==> src/rtl/core/lpf_pkg.sv <==
// lpf_pkg: shared types and constants for the lookahead path follower
// no dependencies; imported by lpf_sqrt, lpf_div and lookahead_path_follower
package lpf_pkg;

  localparam int unsigned CoordW = 32;
  localparam int unsigned CfgW   = 19;

  typedef enum logic [2:0] {
    REG_LA_BASE  = 3'd0,
    REG_LA_MIN   = 3'd1,
    REG_LA_MAX   = 3'd2,
    REG_SPD_MAX  = 3'd3,
    REG_SPD_MIN  = 3'd4,
    REG_ADAPTIVE = 3'd5
  } cfg_reg_t;

  localparam logic OP_LOAD = 1'b0;
  localparam logic OP_POSE = 1'b1;

  // end nearer than 0.5 m and target nearer than 1 mm
  localparam logic [63:0] END_NEAR  = 64'd32768;
  localparam logic [63:0] STOP_NEAR = 64'd66;

  // divide by five as multiply and shift by 24, exact below 2^22;
  // at or past the limit the fifth alone exceeds any 19-bit clamp
  localparam logic [21:0] FIFTH_MUL   = 22'd3355444;
  localparam logic [63:0] FIFTH_LIMIT = 64'd2621440;

  typedef struct packed {
    logic                     operation;
    logic [7:0]               point_index;
    logic                     point_last;
    logic signed [CoordW-1:0] coord_x;
    logic signed [CoordW-1:0] coord_y;
  } in_item_t;

  typedef struct packed {
    logic                     valid_res;
    logic signed [CoordW-1:0] vel_x;
    logic signed [CoordW-1:0] vel_y;
    logic [30:0]              distance_to_end;
  } out_item_t;

  // request to a multi-cycle arithmetic unit
  typedef struct packed {
    logic         go;
    logic [127:0] a;
    logic [63:0]  b;
  } unit_req_t;

endpackage

==> src/rtl/core/lpf_sqrt.sv <==
// lpf_sqrt: bit-serial integer square root of a 65-bit value, one result bit per cycle
// depends on lpf_pkg
module lpf_sqrt import lpf_pkg::*; (
  input  logic        clk,
  input  logic        rst,
  input  unit_req_t   req,
  output logic        done,
  output logic [63:0] root
);
  // operand prescaled: a sum of 2^64 or more is taken as sum/4 and doubled
  logic [65:0] rem;
  logic [65:0] val;
  logic [32:0] r;
  logic [5:0]  cnt;
  logic        busy;
  logic        dbl;
  logic [65:0] trial;
  logic [65:0] rem_sh;

  assign rem_sh = {rem[63:0], val[65:64]};
  assign trial  = {31'd0, r, 2'b01};

  // restoring root, two operand bits per step
  always_ff @(posedge clk) begin
    if (rst) begin
      busy <= 1'b0;
      done <= 1'b0;
    end else begin
      done <= 1'b0;
      if (req.go) begin
        busy <= 1'b1;
        dbl  <= req.a[64];
        val  <= req.a[64] ? {2'b00, req.a[64:2]} : {1'b0, req.a[64:0]};
        rem  <= '0;
        r    <= '0;
        cnt  <= 6'd33;
      end else if (busy) begin
        val <= {val[63:0], 2'b00};
        if (rem_sh >= trial) begin
          rem <= rem_sh - trial;
          r   <= {r[31:0], 1'b1};
        end else begin
          rem <= rem_sh;
          r   <= {r[31:0], 1'b0};
        end
        cnt <= cnt - 6'd1;
        if (cnt == 6'd1) begin
          busy <= 1'b0;
          done <= 1'b1;
        end
      end
    end
  end

  assign root = dbl ? {30'd0, r, 1'b0} : {31'd0, r};
endmodule

==> config.mk <==
export PLATFORM = sky130hd
export DESIGN_NAME = lpf_sqrt
export DESIGN_NICKNAME = d
export VERILOG_FILES = /design/src/rtl/core/lpf_pkg.sv /design/src/rtl/core/lpf_sqrt.sv
export SDC_FILE = /design/constraint.sdc
export NUM_CORES = 1
export LEC_CHECK = 0
export BUFFER_PORTS_ARGS = -buffer_cell sky130_fd_sc_hd__buf_2
export CAP_MARGIN = 20
export CORE_MARGIN = 2
export CORE_UTILIZATION = 42
export CTS_BUF_LIST = sky130_fd_sc_hd__clkbuf_8
export DETAILED_ROUTE_END_ITERATION = 12
export GPL_TIMING_DRIVEN = 0
export MAX_ROUTING_LAYER = met4
export PLACE_DENSITY = 0.62
export SETUP_SLACK_MARGIN = 0.1
export SLEW_MARGIN = 20
export SYNTH_ARGS = -nofsm -noshare
export SYNTH_HDL_FRONTEND = slang
export SYNTH_SLANG_ARGS = --single-unit
==> constraint.sdc <==
create_clock -name clk -period 14.8 [get_ports clk]
set_input_delay 1.48 -clock clk [delete_from_list [all_inputs] [get_ports clk]]
set_output_delay 1.48 -clock clk [all_outputs]
set_load 0.02 [all_outputs]
---- Word-level counts from Yosys, hierarchy flattened ----
Index checks and enable logic that the tools add are counted.
storage, ports and cells
  output and inout bits ................... 65
  input bits .............................. 195
  flip-flop bits (word level) ............. 172
  word-level logic and storage cells ...... 30
cells by class
  $add $sub $neg .......................... 2
  equality and inequality tests ........... 1
  reduce and logical (&&, ||, !) cells .... 4
  order comparisons ....................... 1
  bitwise logic cells ..................... 2
  multiplexer cells ....................... 13
operators with widths
  kind                   count
  $mux W64               3
  $mux W66               2
  $ge A66 B35 Y1         1
  $sub A64 B35 Y64       1
  $mux W34               1
  $mux W33               1
  $eq A6 B1 Y1 const B   1
  $mux W6                1
  $sub A6 B1 Y6 const B  1
  $mux W1                5
  $reduce_and A2 Y1      2
  $reduce_or A3 Y1       1
  $not A1 Y1             2
  $reduce_bool A2 Y1     1

---- Longest topological paths before layout ----
  word-level depth ........................ 4
  gate-level depth with buffers ........... 14
  depth with buffers taken out ............ 11

---- Worst setup path after synthesis ----
Ideal clock, no wire load.
  path kind ............................... input-to-reg
  start ................................... in req[192] (netlist bit)
  end ..................................... reg cnt[0] (enable)
  library setup time ...................... 0.701 ns
  slack ................................... 4.983 ns
  data arrival time ....................... 9.116 ns
  cell stages on the path ................. 4
  required time ........................... 14.099 ns
  buffers on the path ..................... 2
  cell sequence ........................... clkbuf_1 -> clkbuf_1 -> nor2_1 -> nor2_1
between the ends
  cells in the longest elaborated chain, start to end .. 2
ends and longest elaborated chain
  element                       RTL line        RTL
  from (decl)                   lpf_sqrt.sv:6   input unit_req_t req,
  $reduce_bool A2 Y1 (no line)  -
  $reduce_and A2 Y1 (no line)   -
  to (signal assigned)          lpf_sqrt.sv:46  cnt <= cnt - 6'd1;
  to (decl)                     lpf_sqrt.sv:14  logic [5:0] cnt;
Every way passes these cells.
A chain may end at the register's enable or synchronous reset.

---- Worst setup path in the final report ----
  start ................................... reg r[5]
  end ..................................... reg rem[53], data pin
between the ends
  cells in the longest elaborated chain, start to end .. 3
  elaborated cells on any way between the ends .. 4
  those cells by class .................... add/sub (1); order compare (1); mux (2)
ends and longest elaborated chain
  element                                             RTL line                        RTL
  from (decl)                                         lpf_sqrt.sv:13                  logic [32:0] r;
  from (signal assigned)                              lpf_sqrt.sv:41                  r <= {r[31:0], 1'b1};
  from (signal assigned)                              lpf_sqrt.sv:44                  r <= {r[31:0], 1'b0};
  $sub A64 B35 Y64 or $ge A66 B35 Y1 (tied branches)  lpf_sqrt.sv:40, lpf_sqrt.sv:39
  $mux W64 *                                          lpf_sqrt.sv:39                  if (rem_sh >= trial) begin
  $mux W64 *                                          lpf_sqrt.sv:37                  end else if (busy) begin
  to (signal assigned)                                lpf_sqrt.sv:40                  rem <= rem_sh - trial;
  to (signal assigned)                                lpf_sqrt.sv:43                  rem <= rem_sh;
  to (decl)                                           lpf_sqrt.sv:11                  logic [65:0] rem;
Mark *: on every way between the ends. The rest lies on a longest branch, timed or not. The select of a mux whose other input is x is not followed.

==> impl.org <==
** Clock tree
- Clock insertion delay at the later pin of the skew report :: 470 ps
- CTS clk-pin slew, worst paths :: about 110 ps
- Counting the buffers created by CTS gives 17.
- After clock tree synthesis, the setup repair step added 0 buffers.
- In this run the number of H-tree levels came out at 4.
- Post-CTS resize count :: 0
- Counting every sink on the clock net gives ~170.
- The clock passes through at most 2 buffers.
- Hold repair after CTS inserted 0 buffers.
- TritonCTS built the clock tree.
- CTS Root Buffer Type :: clkbuf_8

** STA
- Final Hold Vio Count :: 0
- Slew of the pin with the lowest slew margin :: ~820 ps
- Subtracting the final worst setup slack from the clock period gives 3995 ps.
- The worst path meets setup with between 10000 and 15000 ps of slack.
- Headroom to the max-slew limit came out at 44.98%.
- Part of the cycle the worst path needs :: 26.99%
- Fmax :: 0.2503 GHz
- Across the routed clock network, the largest skew measured is between 15 and 20 ps.
- Final Slew Violations :: 0
- Post-route setup TNS :: 0 ps
- Setup repair after global routing left no endpoint under its margin.
- Setup-failing EPs final :: 0
- Worst hold slack across all endpoints :: about 470 ps

** Pwr
- Net switching power figure :: 408.1 uW
- Portion of total power attributed to combinational logic :: approximately a quarter
- Summed over all cells, the static leakage comes to 5.048 nW.
- Peak supply drop :: 0.05692 mV
- Clock group share of total power :: approximately 28%
- For this design the ratio of total power to cell area is 100.6 nW/um^2.
- Design internal power :: around 850 uW
- Per report_power, the sequential group accounts for 47.9% of the total.
- Proportion of total power due to net switching :: 32.49%

** Floorplan
- Chip height :: roughly 160 um
- Starting utilization of the core area :: 42.96%
- IO Count :: between 200 and 300
- The die covers 27210 um^2.
- The initialized floorplan defines 58 standard-cell rows.
- Floorplan Core Area :: 25330 um^2
- From left edge to right edge, the die measures 165.0 um.

** Route
- Residual DRC :: 0
- The detailed router put a total of 13470 um of wire on met1.
- In the routed layout, each cell is associated on average with a via count of between 5 and 6.
- Via count of the routed design :: 9079
- After detailed routing, the met2 layer carries roughly 13000 um of wire.
- Post-route ant nets :: 0
- Signal routing reaches up to met4.
- For this block, the initial DRC count from the detailed router was 702.
- 1st-pass router iterations :: 6
- Wires add up to between 20000 and 30000 um.
- Dividing the detail-routed wire length by the instance count gives approximately 17 um.
- After detailed routing, the met3 layer carries 1619 um of wire.

** Setup path
- Data arrives at the worst endpoint at around 4200 ps.
- The worst register-to-register path begins at r[5]$_SDFFCE_PP0P_.
- Setup Crit Path Kind :: reg2reg
- Element type at the critical path end :: flip-flop
- The critical path starts at r[5]$_SDFFCE_PP0P_.
- Element type at the critical path start :: flip-flop
- For the worst setup path, the data required time is 15030 ps.
- Along the worst path, the maximum fanout reaches 10.

** Finish
- After filler insertion, the fill cell instance count of the layout stands at roughly 2500.
- Relative to the synthesized area, the layout overhead comes to 14.74%.
- Commonest non-fill, non-tap cells in the layout :: edfxtp_1 (170), nor2_1 (154), a21oi_1 (144)
- The post-route netlist has 14.75% of its cells at a drive strength greater than 1.
- In the final layout, the multi-input gates occupy 5161 um^2.
- Register area :: approximately 5100 um^2
- For this run, the post-layout net count is approximately 1600.
- Leaving out fill and tap cells, the most frequent cell in the layout is edfxtp_1.

** Synth
- Unique cell type count in the Yosys netlist :: 62
- After synthesis, the share of flip-flops with an asynchronous set or reset is 0%.
- Mean post-synth cell area :: 9.331 um^2
- Number of flops mapped to enable cells by yosys :: 170
- Yosys printed 0 warnings.
- Gate count after technology mapping :: 1166
- Seq/Total Area, Yosys :: about 47%
- Post-synthesis instance area :: 10880 um^2
- Count of state elements after synthesis :: ~170
- Flip-flop cell with the highest count after synthesis :: edfxtp_1

** Min path
- Class of the tightest hold or removal check :: reg2reg
- The startpoint identified for the worst hold timing path is busy$_SDFF_PP0_.

** Global routing
- The first global-routing pass estimated 45030 um of wire.
- Pin count of the biggest net entering global routing :: 27
- Via count of the first global-routing pass :: 8607
- For this run, the total global-route usage over all layers was measured as between 20% and 30%.
- Final global-route overflow total :: 0
- The number of antenna violations at the first check in global routing came to 2.

** Outcome
- The flow ran to the end, and the final reports show no timing, DRC or antenna violations.

** Placement
- Buffers placed on the I/O ports in this run total 102.
- Final weighted congestion in routability-driven placement :: 0.9136
- Half-perimeter wire length after placement :: 21230 um
- At the placement stage, the worst setup path has a slack of 10370 ps.

** Flow run
- The tool flagged a number of max-cap violations equal to 0.
==> cells by family after synthesis <==
group / count (synthesis) / synth area share [%]
multiplexers: 66 / 6.072
flip-flops: 172 / 47.29
adder cells (fa/ha/maj): 37 / 4.255
buffers and inverters: 144 / 6.348
AND/OR/NAND/NOR: 422 / 17.76
AO/OA/AOI/OAI: 294 / 15.83
other: 1 / 0.03447
XOR/XNOR: 30 / 2.415
==> registers in the layout, indices dropped and copies added, names as in the netlist <==
| register | count |
|---|---|
| dbl | 1 |
| rem | 64 |
| busy | 1 |
| r | 33 |
| done | 1 |
| val | 66 |
| cnt | 6 |
==> critical path, cell delays in order (launching register included) <==
cell and delay [ps]:
edfxtp_1 370, inv_1 90, ha_1 380, nand2_1 110, o21ai_0 300, o21ai_1 150
a21bo_1 210, a211o_1 370, a211oi_1 590, nand3_1 430, buf_2 330, o311ai_0 290
o41ai_1 130
==> path summary, 6_finish.rpt <==
path | end | slack [ps] | cells after the start
max | rem[53]$_SDFFCE_PP0P_ | 10800 | 12
max reg2reg | rem[53]$_SDFFCE_PP0P_ | 10800 | 12
min | done$_SDFF_PP0_ | 470 | 1
min reg2reg | done$_SDFF_PP0_ | 470 | 1
==> cell usage after synthesis (18+ instances only) <==
master	instances	share of area (%)
edfxtp_1	170	47
nand2_1	128	4.4
or3_1	19	1.1
a21oi_1	144	6.6
nand3_1	22	1.0
o21ai_0	69	3.2
clkbuf_1	48	1.7
buf_4	35	2.4
mux2i_1	66	6.1
ha_1	37	4.3
xnor2_1	18	1.4
or4_1	19	1.3
inv_1	47	1.6
a21o_1	19	1.3
nor2_1	155	5.3
==> per-stage QoR <==
stage               total power [mW]  utilization, %  std cells  instance area (um^2)
detailed placement            0.9191           47.74       1634                 12090
finish                         1.256           49.29       1668                 12480
floorplan                     0.8365               -       1195                 10990
global placement              0.9194           47.04       1627                 11910
global route                   1.317           49.29       1668                 12480
CTS                            1.258           49.27       1666                 12480
==> layer usage <==
metal  track usage, %  vias to the layer above
met5                -                        -
met4            6.166                        0
met3            3.641                       29
met2            34.90                      269
met1            29.54                     4304
li1                 -                     4477
==> power groups by stage <==
| stage | sequential (mW) | combinational [mW] | clock (mW) |
|---|---|---|---|
| after global placement | 0.623 | 0.297 | 0 |
| after global routing | 0.606 | 0.345 | 0.366 |
| after floorplan | 0.613 | 0.224 | 0 |
| after CTS | 0.601 | 0.308 | 0.349 |
| final | 0.602 | 0.309 | 0.345 |
| after detailed placement | 0.612 | 0.307 | 0 |
==> area by class of cell <==
| type | count | share of cell area, % |
|---|---|---|
| diodes | 2 | 0.04009 |
| plain buffers | 97 | 4.119 |
| clock buffers | 19 | 2.095 |
| clock inverters | 13 | 1.022 |
| inverters | 47 | 1.413 |
| multi-input cells | 879 | 41.34 |
| flip-flops and latches | 172 | 41.21 |
| well taps | 330 | 3.307 |
| repair buffers | 109 | 5.452 |
No activity file was read; power rests on OpenSTA's default activity.
