`src/rtl/core/lpf_pkg.sv`:
```
// lpf_pkg: shared types and constants for the lookahead path follower
// no dependencies; imported by lpf_sqrt, lpf_div and lookahead_path_follower
package lpf_pkg;

  localparam int unsigned CoordW = 32;
  localparam int unsigned CfgW   = 19;

  typedef enum logic [2:0] {
    REG_LA_BASE  = 3'd0,
    REG_LA_MIN   = 3'd1,
    REG_LA_MAX   = 3'd2,
    REG_SPD_MAX  = 3'd3,
    REG_SPD_MIN  = 3'd4,
    REG_ADAPTIVE = 3'd5
  } cfg_reg_t;

  localparam logic OP_LOAD = 1'b0;
  localparam logic OP_POSE = 1'b1;

  // end nearer than 0.5 m and target nearer than 1 mm
  localparam logic [63:0] END_NEAR  = 64'd32768;
  localparam logic [63:0] STOP_NEAR = 64'd66;

  // divide by five as multiply and shift by 24, exact below 2^22;
  // at or past the limit the fifth alone exceeds any 19-bit clamp
  localparam logic [21:0] FIFTH_MUL   = 22'd3355444;
  localparam logic [63:0] FIFTH_LIMIT = 64'd2621440;

  typedef struct packed {
    logic                     operation;
    logic [7:0]               point_index;
    logic                     point_last;
    logic signed [CoordW-1:0] coord_x;
    logic signed [CoordW-1:0] coord_y;
  } in_item_t;

  typedef struct packed {
    logic                     valid_res;
    logic signed [CoordW-1:0] vel_x;
    logic signed [CoordW-1:0] vel_y;
    logic [30:0]              distance_to_end;
  } out_item_t;

  // request to a multi-cycle arithmetic unit
  typedef struct packed {
    logic         go;
    logic [127:0] a;
    logic [63:0]  b;
  } unit_req_t;

endpackage

```
`src/rtl/core/lpf_div.sv`:
```
// lpf_div: radix-2 restoring divider, 96-bit dividend by 64-bit divisor
// depends on lpf_pkg
module lpf_div import lpf_pkg::*; (
  input  logic        clk,
  input  logic        rst,
  input  unit_req_t   req,
  output logic        done,
  output logic [95:0] quot
);
  logic [64:0] rem;
  logic [63:0] dvs;
  logic [6:0]  cnt;
  logic        busy;
  logic [64:0] sh;

  assign sh = {rem[63:0], quot[95]};

  // one quotient bit per cycle
  always_ff @(posedge clk) begin
    if (rst) begin
      busy <= 1'b0;
      done <= 1'b0;
    end else begin
      done <= 1'b0;
      if (req.go) begin
        busy <= 1'b1;
        quot <= req.a[95:0];
        dvs  <= req.b;
        rem  <= '0;
        cnt  <= 7'd96;
      end else if (busy) begin
        if (sh >= {1'b0, dvs}) begin
          rem  <= sh - {1'b0, dvs};
          quot <= {quot[94:0], 1'b1};
        end else begin
          rem  <= sh;
          quot <= {quot[94:0], 1'b0};
        end
        cnt <= cnt - 7'd1;
        if (cnt == 7'd1) begin
          busy <= 1'b0;
          done <= 1'b1;
        end
      end
    end
  end
endmodule

```
`config.mk`:
```
export PLATFORM = sky130hd
export DESIGN_NAME = lpf_div
export DESIGN_NICKNAME = d
export VERILOG_FILES = /design/src/rtl/core/lpf_pkg.sv /design/src/rtl/core/lpf_div.sv
export SDC_FILE = /design/constraint.sdc
export NUM_CORES = 1
export LEC_CHECK = 0
export ABC_AREA = 1
export BUFFER_PORTS_ARGS = -buffer_cell sky130_fd_sc_hd__buf_2
export CORE_AREA = 2 2 215 269
export CTS_BUF_LIST = sky130_fd_sc_hd__clkbuf_4 sky130_fd_sc_hd__clkbuf_8
export CTS_CLUSTER_DIAMETER = 200
export DETAILED_ROUTE_END_ITERATION = 16
export DIE_AREA = 0 0 217 271
export GPL_TIMING_DRIVEN = 0
export SYNTH_ARGS = -nofsm -noshare
export SYNTH_HDL_FRONTEND = slang
export SYNTH_SLANG_ARGS = --single-unit
```
`constraint.sdc`:
```
create_clock -name clk -period 11 [get_ports clk]
set_input_delay 0.55 -clock clk [delete_from_list [all_inputs] [get_ports clk]]
set_output_delay 0.55 -clock clk [all_outputs]
set_load 0.02 [all_outputs]
```
# Word-level counts from Yosys, hierarchy flattened
# Cells that the tools add are included.
[word_totals] regBits=233 word_cells=26
[op_classes] n_addsub=2 order_cmp=1 n_eq_ne=1 muxes=10 n_bitwise=2 reduce_logical=4
[op_table] cell="96-bit two-way mux" n=2
[op_table] cell="64-bit two-way mux" n=2
[op_table] cell="65-bit by 64-bit greater-or-equal comparator with 1-bit output" n=1
[op_table] cell="64-bit subtractor" n=1
[op_table] cell="7-bit by 1-bit equality test with 1-bit output (second input constant)" n=1
[op_table] cell="7-bit two-way mux" n=1
[op_table] cell="7-bit by 1-bit subtractor with 7-bit output (second input constant)" n=1
[op_table] cell="1-bit two-way mux" n=5
[op_table] cell="2-bit AND reduction" n=2
[op_table] cell="3-bit OR reduction" n=1
[op_table] cell="1-bit inverter" n=2
[op_table] cell="2-bit nonzero test" n=1

# Longest topological paths before layout
# Gate-level depths: netlist of the first run.
[logic_depth] ltp_word=4 mapped_depth=19

# Worst setup path before layout of the first run
# Ideal clock, no wire load.
[synth_path] path_type="input to register" start="input port req[192] in the netlist's numbering" end="register cnt[0], enable pin" setup_ns=0.753 t_arrival_ns=8.969 required_ns=10.247 path_slack_ns=1.278 cell_stages=4 cell_sequence="clkbuf_1 -> inv_2 -> clkbuf_1 -> a21oi_1"
[synth_via] elab_chain_len=2
[synth_lines] element="start: declaration" line="lpf_div.sv:6" text="input unit_req_t req,"
[synth_lines] element="2-bit nonzero test (no line)"
[synth_lines] element="2-bit AND reduction (no line)"
[synth_lines] element="end signal: assignment" line="lpf_div.sv:39" text="cnt <= cnt - 7'd1;"
[synth_lines] element="end: declaration" line="lpf_div.sv:12" text="logic [6:0] cnt;"
# Every way passes these cells.
# A chain may end at the register's enable or synchronous reset.

# Worst setup path after layout of the first run
[layout_path] start="register rem[21]" end="register rem[48] (data pin)"
[layout_via] elab_chain_len=3 word_cells_on_any_way=4
[layout_lines] element="start: declaration" line="lpf_div.sv:10" text="logic [64:0] rem;"
[layout_lines] element="start signal: assignment" line="lpf_div.sv:33" text="rem <= sh - {1'b0, dvs};"
[layout_lines] element="start signal: assignment" line="lpf_div.sv:36" text="rem <= sh;"
[layout_lines] element="64-bit subtractor / 65-bit by 64-bit greater-or-equal comparator with 1-bit output (equally long branches)" line="lpf_div.sv:33, lpf_div.sv:32"
[layout_lines] element="64-bit two-way mux *" line="lpf_div.sv:32" text="if (sh >= {1'b0, dvs}) begin"
[layout_lines] element="64-bit two-way mux *" line="lpf_div.sv:31" text="end else if (busy) begin"
# Mark *: on every way between the ends. The rest lies on a longest branch, timed or not. The select of a mux whose other input is x is not followed.

==> results of run 1 <==
sequential cells by signal, summed over array words and instances (netlist names):
signal and flops:
busy 1, cnt 7, done 1, dvs 64
rem 64, quot 96
placed cells by master (no fill, tap or decap), drive strengths merged, types with 2 or more instances in the layout:
cell    Yosys  routed
a21oi      50      50
diode       0       2
nor4        4       4
nor3        9       9
and2        6       6
dfxtp       2       2
nand3b     37      37
ha         66      66
nor2      250     250
nand3      74      74
edfxtp    231     231
clkbuf     24      76
nand2    1035    1035
bufinv      0       5
xor2       30      30
clkinv      0      18
buf        24     290
nand4      11      11
or2         2       2
o21ai      10      10
inv       441     443
kinds of logic (layout without fill, tap and decap cells):
| kind of cell | Yosys count | after routing | synth area share, % |
|---|---|---|---|
| AND/OR/NAND/NOR | 1429 | 1429 | 35.9 |
| buffers and inverters | 489 | 833 | 12.0 |
| flip-flops | 233 | 233 | 43.2 |
| adder cells (fa/ha/maj) | 67 | 67 | 5.23 |
| AO/OA/AOI/OAI | 62 | 62 | 1.97 |
| XOR/XNOR | 31 | 31 | 1.68 |
| other | 0 | 2 | 0 |
routing by layer:
layer | vias to the layer above | track usage [%]
li1 | 7648 | -
met2 | 420 | 33.3
met4 | 18 | 7.86
met1 | 6442 | 19.4
met5 | - | 0
met3 | 113 | 4.43
path summary, 6_finish.rpt:
| path | start | endpoint | slack [ps] | cells after the start |
|---|---|---|---|---|
| setup / recovery | rem[21]$_SDFFCE_PP0P_ | rem[48]$_SDFFCE_PP0P_ | 7860 | 15 |
| hold / removal | req[59] | dvs[59]$_DFFE_PP_ | 120 | 1 |
| setup reg to reg | rem[21]$_SDFFCE_PP0P_ | rem[48]$_SDFFCE_PP0P_ | 7860 | 15 |
| hold reg to reg | busy$_SDFF_PP0_ | done$_SDFF_PP0_ | 510 | 2 |
where the power goes:
group	total, mW	internal, mW	switching, mW
logic	0.819	0.268	0.551
clock network	0.912	0.515	0.397
registers	1.10	1.07	0.0340
total	2.83	1.85	0.983
stage by stage:
step                util (%)  area (um^2)  setup TNS [ps]  hold WS (ps)
finish                  34.7        19500               0           120
CTS                     34.7        19500               0          60.3
global placement        32.8        18400         -614280           433
floorplan                  -        16200               0           421
detailed placement      33.1        18600               0           508
global route            34.7        19500               0          78.4
worst max-delay path, delay by kind of cell, from the launching register on:
kind | cells | cell delay, ps
fa+ha+maj | 1 | 370
flops | 1 | 400
buf+inv | 2 | 350
simple gates | 12 | 1750
cell type report:
type / instances / area (um^2)
Clock buffer: 52 / 659
Sequential cell: 233 / 6980
Multi-Input combinational cell: 1589 / 7260
Antenna cell: 2 / 5.00
Clock inverter: 26 / 246
Fill cell: 6187 / 36600
Tap cell: 742 / 928
Timing Repair Buffer: 266 / 1460
Inverter: 441 / 1660
Buffer: 48 / 285
==> results.py, run 1 <==
metrics = {
    "status": {
        "run_status": "finished, final reports clean",
    },
    "power": {
        "powerDensity_nw_per_um2": 146,
        "p_leak_nw": 10.5,
        "p_total_mw": 2.83,
        "vdd_drop_max_uv": 83.6,
    },
    "yosys": {
        "synth_area_per_cell_um2": 6.99,
        "synth_area_leader_cell": "edfxtp_1",
        "yosys-top-cells-area": "edfxtp_1 43%, nand2_1 24%, inv_1 10%",
        "ys_warn_count": 0,
        "syn-instance-count": 2311,
        "synth_top_area_share_pct": 42.9,
        "ys_seq_area_share_pct": 43.2,
        "syn_nets": 2573,
        "ys_top_cells_by_count": "1024 x nand2_1, 436 x inv_1, 242 x nor2_1",
        "synth.most_common_cell": "nand2_1",
        "ys_ff_latch": 233,
        "synth_cell_types": 34,
        "synth_async_sr_flop_share_pct": 0,
        "synth_edf_count": 231,
        "ys.flop_type": "edfxtp_1",
        "netlist_area_um2": 16200,
    },
    "critical_path": {
        "worstPathCellList": "ha_1 -> nand2_1 -> nor2_1 -> nand2_1 -> nor2_1 -> nand2_1 -> nor2_1 -> nor2_1 -> nand3_2 -> inv_2 -> nand2_2 -> buf_4 -> nand2_1 -> nand2_1 -> nor2_1",
        "slowest_stage": "edfxtp_1",
        "path_max_fanout": 10,
        "cp.arrival_ps": 3480,
        "worstPathRequired_ps": 11340,
        "startpoint_type": "register",
        "crit_path_end_kind": "register",
        "critical_path_class": "reg -> reg",
        "slowest_delay_ps": 400,
    },
    "clocking": {
        "path_clk_slew_ps": 60,
        "h-tree-depth": 2,
        "post-cts-setup-buffer-count": 0,
        "cts-root-buf": "clkbuf_8",
        "numCtsBuffers": 42,
        "clock_sinks": 233,
        "clk_latency_ps": 600,
        "cts_resized": 0,
        "cts_tree": "built",
        "cts_buffer_depth": 3,
        "hold_buffers": 0,
    },
    "drt": {
        "drtPass1Iterations": 5,
        "wl_per_cell_um": 15.6,
        "top_layer_used": "met5",
        "wl_met2_um": 26800,
        "postRouteAntennaNets": 0,
        "drc": 0,
        "vias": 14600,
        "first_iter_violations": 761,
        "wl_met1_um": 20300,
        "routed_wl_um": 53000,
        "via_per_inst": 4.31,
        "wl_met3_um": 3450,
    },
    "grt": {
        "grt_usage_pct": 18.1,
        "grt.overflow.total": 0,
        "grt_pass1_wl_um": 81900,
        "grt_antenna_before_repair": 11,
        "grt_start_max_net_pins": 32,
        "grt_pass1_vias": 14900,
    },
    "die": {
        "start_util_pct": 28.8,
        "die_y_um": 271,
        "die_x_um": 217,
        "die_area_um2": 58800,
        "fp-row-count": 97,
        "ios": 292,
        "core_area_um2": 56100,
    },
    "sta": {
        "fin_skew_ps": 22.4,
        "fmax_mhz": 318,
        "timing.final.max_slew_violations": 0,
        "hold_viol": 0,
        "slew_headroom_pct": 47.0,
        "worst_slew_pin_slew_ps": 793,
        "finalSetupViolations": 0,
        "period_share_pct": 28.6,
        "rsz0062_at_grt": "no",
        "setup_ws_ps": 7860,
        "fin_crit_ps": 3140,
    },
    "flow_run": {
        "max_cap_violations": 0,
    },
    "hold_path": {
        "hold_class": "in -> reg",
    },
    "placed_design": {
        "io_buffers": 258,
        "dpl.cell_count": 3319,
        "hpwlAfterDp_um": 43100,
        "place_worst_setup_slack_ps": 7830,
        "gp_congestion": 0.947,
    },
    "layout": {
        "final_cells": 3399,
        "area_growth_pct": 20.5,
        "fin_nets": 2883,
        "final_layout_size_suffix_gt1_share_pct": 14.8,
    },
}
No activity file was read; power rests on OpenSTA's default activity.
==> inputs of run 2 (changes only) <==
==> constraint.sdc (replaced) <==
create_clock -name clk -period 2.79 [get_ports clk]
set_input_delay 0.1395 -clock clk [delete_from_list [all_inputs] [get_ports clk]]
set_output_delay 0.1395 -clock clk [all_outputs]
set_load 0.02 [all_outputs]
==> run 2 against run 1 <==
Against the previous run:
- setup slack got worse by 7700 ps
- critical path depth did not move
- design area rose by 9.8%
- cell count rose by 4.8%
- sequential share of layout area fell by 3.2 points
- sequential power rose to 4.0 times the previous value
- sequential cell count did not move
- fmax rose by 19%
- total power rose to 4.0 times the previous value
- highest routed layer is now met4
==> results.py, run 2 (synthesis gave the netlist of run 1 again) <==
metrics = {
    "sta": {
        "fmax_mhz": 379,
        "fin_skew_ps": 29.9,
        "period_share_pct": 94.5,
        "fin_crit_ps": 2640,
        "slew_headroom_pct": 51.3,
        "worst_slew_pin_slew_ps": 731,
        "finalSetupViolations": 0,
        "timing.final.max_slew_violations": 0,
        "worst_hold_slack_ps": 167,
        "hold_viol": 0,
    },
    "drt": {
        "drtPass1Iterations": 5,
        "wl_per_cell_um": 15.5,
        "first_iter_violations": 733,
        "via_per_inst": 4.32,
        "drc": 0,
        "routed_wl_um": 55100,
        "vias": 15400,
        "postRouteAntennaNets": 0,
    },
    "layout": {
        "top_regs": "quot x96, dvs x64, rem x64",
        "fin_area_um2": 21400,
        "largest-register": "quot",
        "utilization_pct": 38.1,
        "final_layout_size_suffix_gt1_share_pct": 16.0,
        "fin_nets": 3050,
        "largest_reg_flops": 96,
        "final_common_cell": "nand2_1",
        "area_growth_pct": 32.4,
        "final_cell_mix": "1010 x nand2_1, 435 x inv_1, 264 x buf_2",
    },
    "clocking": {
        "clock_sinks": 233,
        "cts_tree": "built",
        "numCtsBuffers": 42,
        "cts_buffer_depth": 3,
        "path_clk_slew_ps": 60,
        "cts-root-buf": "clkbuf_8",
        "h-tree-depth": 2,
        "clk_latency_ps": 600,
    },
    "critical_path": {
        "path_max_fanout": 10,
        "startpoint_type": "register",
        "worstPathCellList": "ha_1 -> nand2_2 -> nor2_4 -> nand2_2 -> nor2_2 -> nand2_1 -> nor2_1 -> nor2_1 -> nand3_2 -> inv_2 -> buf_6 -> buf_6 -> nand3b_1 -> nand2_1 -> nor2_1",
        "critical_path_class": "reg -> reg",
        "critPathTopFamily": "simple AND/OR/NAND/NOR gates",
        "worstPathRequired_ps": 3120,
        "crit_path_end_kind": "register",
        "cp_common_cell": "nor2_1",
        "slowest_stage": "edfxtp_1",
        "critPathBufInv": 3,
        "cp.arrival_ps": 2970,
        "slowest_delay_ps": 400,
    },
    "die": {
        "core_area_um2": 56100,
        "ios": 292,
        "die_area_um2": 58800,
        "die_x_um": 217,
        "die_y_um": 271,
        "start_util_pct": 28.8,
        "fp-row-count": 97,
    },
    "placed_design": {
        "hpwlAfterDp_um": 43300,
        "gp_congestion": 0.961,
        "io_buffers": 258,
        "dpl-instance-area_um2": 18600,
    },
    "power": {
        "p_total_mw": 11.3,
        "powerDensity_nw_per_um2": 528,
        "p_leak_nw": 11.2,
        "vdd_drop_max_uv": 337,
    },
    "grt": {
        "grt_antenna_before_repair": 4,
        "grt.overflow.total": 0,
        "grt_usage_pct": 18.8,
        "grt_pass1_wl_um": 85700,
        "grt_pass1_vias": 15700,
        "grt_start_max_net_pins": 32,
    },
    "status": {
        "run_status": "finished, final reports clean",
    },
    "flow_run": {
        "max_cap_violations": 0,
    },
    "hold_path": {
        "hold_class": "in -> reg",
    },
}
[run 2: changes by cell type in the layout (fill, tap and decap cells not counted), sizes merged]
cell | before | now
clkinv | 18 | 9
diode | 2 | 4
clkbuf | 76 | 82
bufinv | 5 | 3
buf | 290 | 296
inv | 443 | 441
dlygate4sd3 | 0 | 161
[run 2: path summary, 6_finish.rpt]
check,startpoint,end,slack (ps),depth (start not counted)
max,rem[19]$_SDFFCE_PP0P_,rem[29]$_SDFFCE_PP0P_,150,15
min,req[192],dvs[53]$_DFFE_PP_,170,3
max reg2reg,rem[19]$_SDFFCE_PP0P_,rem[29]$_SDFFCE_PP0P_,150,15
min reg2reg,quot[84]$_DFFE_PP_,quot[85]$_DFFE_PP_,530,2
[run 2: metal layers]
layer | wire (um) | share of wire [%] | vias to the layer above | global-route usage [%]
met4 | 2860 | 5.2 | 0 | 8.94
met5 | 0 | 0 | - | 0
met3 | 2970 | 5.4 | 124 | 3.54
met2 | 27900 | 51 | 475 | 34.8
li1 | - | - | 7982 | -
met1 | 21400 | 39 | 6794 | 20.2
[run 2: power breakdown]
| part | switching, mW | leakage, nW | internal, mW | total, mW |
|---|---|---|---|---|
| clock | 1.50 | 0.442 | 1.91 | 3.41 |
| combinational | 2.25 | 8.53 | 1.28 | 3.53 |
| sequential | 0.150 | 2.23 | 4.21 | 4.36 |
[run 2: worst register-to-register path: stages (launching register included)]
cell and delay (ps):
edfxtp_1 400, ha_1 380, nand2_2 130, nor2_4 60, nand2_2 150, nor2_2 70, nand2_1 170, nor2_1 70
nor2_1 110, nand3_2 100, inv_2 130, buf_6 190, buf_6 200, nand3b_1 110, nand2_1 60, nor2_1 40
[run 2: through the flow]
step | instances | setup slack [ps] | setup TNS [ps]
detailed placement | 3320 | -394 | -10620
global route | 3561 | -2.70 | -6.81
global placement | 3311 | -2740 | -583260
CTS | 3553 | 4.57 | 0
floorplan | 2311 | -851 | -190170
finish | 3561 | 154 | 0
[run 2: layout make-up]
class / instances / area, um^2
Antenna cell: 4 / 10.0
Sequential cell: 233 / 6980
Buffer: 48 / 349
Clock buffer: 58 / 711
Fill cell: 6027 / 34700
Tap cell: 742 / 928
Timing Repair Buffer: 433 / 3160
Clock inverter: 13 / 134
Multi-Input combinational cell: 1589 / 7470
Inverter: 441 / 1660
[run 2: what timing repair did]
action | 4_1_cts | 5_1_grt
resized for setup | 16 | 52
buffers inserted | 1 | 4
pin swaps | 0 | 2
endpoints found under the setup margin | 65 | 65
hold buffers | 161 | 0
hold endpoints to repair | 172 | 0
==> inputs of run 3 (changes only) <==
--- a/config.mk
+++ b/config.mk
@@ -13,6 +13,7 @@
 export DETAILED_ROUTE_END_ITERATION = 16
 export DIE_AREA = 0 0 217 271
 export GPL_TIMING_DRIVEN = 0
+export RECOVER_POWER = 25
 export SYNTH_ARGS = -nofsm -noshare
 export SYNTH_HDL_FRONTEND = slang
 export SYNTH_SLANG_ARGS = --single-unit
==> constraint.sdc (replaced) <==
create_clock -name clk -period 2.5 [get_ports clk]
set_input_delay 0.125 -clock clk [delete_from_list [all_inputs] [get_ports clk]]
set_output_delay 0.125 -clock clk [all_outputs]
set_load 0.02 [all_outputs]
==> run 3 against run 2 <==
Against the previous run:
- design area rose by 8.8%
- core utilization increased by 3.4 points
- combinational power grew 32%
- sequential share of layout area fell by 2.6 points
- die area unchanged
- clock power grew 12%
- critical endpoint is now rem[47]$_SDFFCE_PP0P_
==> results.py, run 3 (synthesis gave the netlist of run 1 again) <==
metrics = {
    "status": {
        "run_status": "finished, final reports clean",
    },
    "layout": {
        "final_layout_size_suffix_gt1_share_pct": 23.7,
        "final_cells": 3604,
        "fin_nets": 3093,
        "area_growth_pct": 44.0,
        "top_regs": "quot x96, dvs x64, rem x64",
        "utilization_pct": 41.5,
        "final_cell_mix": "948 x nand2_1, 428 x inv_1, 257 x buf_2",
        "largest_reg_flops": 96,
        "final_common_cell": "nand2_1",
        "largest-register": "quot",
    },
    "sta": {
        "period_share_pct": 98.6,
        "slew_headroom_pct": 33.0,
        "worst_hold_slack_ps": 172,
        "timing.final.max_slew_violations": 0,
        "hold_viol": 0,
        "fin_crit_ps": 2460,
        "fmax_mhz": 406,
        "worst_slew_pin_slew_ps": 1000,
        "setup_ws_ps": 35.6,
        "finalSetupViolations": 0,
        "rsz0062_at_grt": "yes",
        "fin_skew_ps": 33.4,
        "setup_tns_ps": 0,
    },
    "grt": {
        "grt_pass1_wl_um": 86800,
        "grtUsageMet3_pct": 3.68,
        "grt_usage_pct": 19.0,
        "globalRouteMet1Util_pct": 20.4,
        "grt_antenna_before_repair": 4,
        "grt_pass1_vias": 15900,
        "grt.overflow.total": 0,
        "gr-max-usage-layer": "met2",
        "use_met2_pct": 35.2,
        "grt_start_max_net_pins": 32,
    },
    "drt": {
        "drc": 0,
        "via_per_inst": 4.37,
        "wl_per_cell_um": 16.0,
        "postRouteAntennaNets": 0,
        "vias": 15800,
        "routed_wl_um": 57600,
        "drtPass1Iterations": 5,
        "first_iter_violations": 762,
    },
    "die": {
        "die_area_um2": 58800,
        "start_util_pct": 28.8,
        "die_x_um": 217,
        "core_area_um2": 56100,
        "ios": 292,
        "die_y_um": 271,
        "fp-row-count": 97,
    },
    "placed_design": {
        "gp_congestion": 0.961,
        "hpwlAfterDp_um": 43300,
        "dpl.cell_count": 3320,
        "io_buffers": 258,
        "place_worst_setup_slack_ps": -684,
    },
    "clocking": {
        "h-tree-depth": 2,
        "clock_sinks": 233,
        "path_clk_slew_ps": 60,
        "cts_tree": "built",
        "cts-root-buf": "clkbuf_8",
        "cts_buffer_depth": 3,
        "clk_latency_ps": 610,
        "numCtsBuffers": 42,
    },
    "critical_path": {
        "crit_path_end_kind": "register",
        "cp_common_cell": "nand2_1",
        "slowest_delay_ps": 430,
        "path_depth": 12,
        "critPathBufInv": 2,
        "slowest_stage": "edfxtp_1",
        "r2r-end": "rem[47]$_SDFFCE_PP0P_",
        "critical_path_class": "reg -> reg",
        "r2r_setup_slack_ps": 40,
        "cp-startpoint": "rem[41]$_SDFFCE_PP0P_",
        "path_max_fanout": 9,
        "critPathTopFamily": "simple AND/OR/NAND/NOR gates",
        "worstPathCellList": "ha_4 -> nand2_1 -> nor2_2 -> nand2_2 -> nor4_4 -> buf_4 -> nand2_8 -> nand2_8 -> buf_12 -> nand2_1 -> nand2_1 -> nor2_1",
        "crit_path_end": "rem[47]$_SDFFCE_PP0P_",
        "worstPathRequired_ps": 2850,
        "cp.arrival_ps": 2810,
        "startpoint_type": "register",
        "worst_r2r_startpoint": "rem[41]$_SDFFCE_PP0P_",
        "r2r_cells": 12,
    },
    "power": {
        "p_leak_nw": 11.7,
        "powerDensity_nw_per_um2": 576,
        "vdd_drop_max_uv": 380,
    },
    "flow_run": {
        "max_cap_violations": 0,
    },
    "hold_path": {
        "holdCritStartpoint": "req[192]",
        "hold_class": "in -> reg",
    },
}
-- run 3: cell types whose count changed in the layout (fill, tap and decap cells not counted), sizes merged --
cell and change:
buf +28, clkbuf +15
-- run 3: metal layers --
metal | vias to the layer above | part of all wire, %
li1 | 8068 | -
met1 | 7095 | 38
met2 | 459 | 51
met3 | 128 | 5.3
met4 | 0 | 4.9
met5 | - | 0
-- run 3: timing repair --
action	CTS	global route
gates cloned	0	9
pin swaps	9	62
hold endpoints to repair	172	0
endpoints found under the setup margin	65	65
resized for setup	131	213
buffers inserted	9	30
hold buffers	161	0
-- run 3: where the power goes --
| part | switching [mW] | total, mW | internal, mW |
|---|---|---|---|
| Clock | 1.69 | 3.82 | 2.13 |
| Sequential | 0.214 | 4.92 | 4.71 |
| Combinational | 2.78 | 4.66 | 1.88 |
-- run 3: layout make-up --
class                      count  area (um^2)
fill                        5785        32800
multi-input combinational   1589         8750
sequential                   233         6980
timing repair buffer         476         3660
inverter                     441         1670
tap                          742          928
clock buffer                  58          711
buffer                        48          439
clock inverter                13          134
antenna                        4         10.0
-- run 3: worst min path at each step --
stage          depth (start not counted)                   end  slack, ps
6_report                               3  cnt[1]$_SDFFCE_PP0P_        170
5_1_grt                                3  cnt[0]$_SDFFCE_PP0P_        160
4_1_cts                                3     dvs[55]$_DFFE_PP_        110
3_5_place_dp                           1     dvs[62]$_DFFE_PP_        300
3_3_place_gp                           1      dvs[9]$_DFFE_PP_        300
2_1_floorplan                          1       done$_SDFF_PP0_        200
-- run 3: per-stage QoR --
step | cell area, um^2 | power (mW)
2_1_floorplan | 16200 | 7.35
3_3_place_gp | 18400 | 8.52
3_5_place_dp | 18600 | 8.55
4_1_cts | 21900 | 13.0
5_1_grt | 23300 | 14.2
6_report | 23300 | 13.4
-- run 3: worst reg2reg max path, cell delays in order (launching register included) --
cell and delay, ps:
edfxtp_1 430, ha_4 330, nand2_1 150, nor2_2 180, nand2_2 150, nor4_4 220, buf_4 190, nand2_8 80
nand2_8 160, buf_12 160, nand2_1 70, nand2_1 60, nor2_1 50
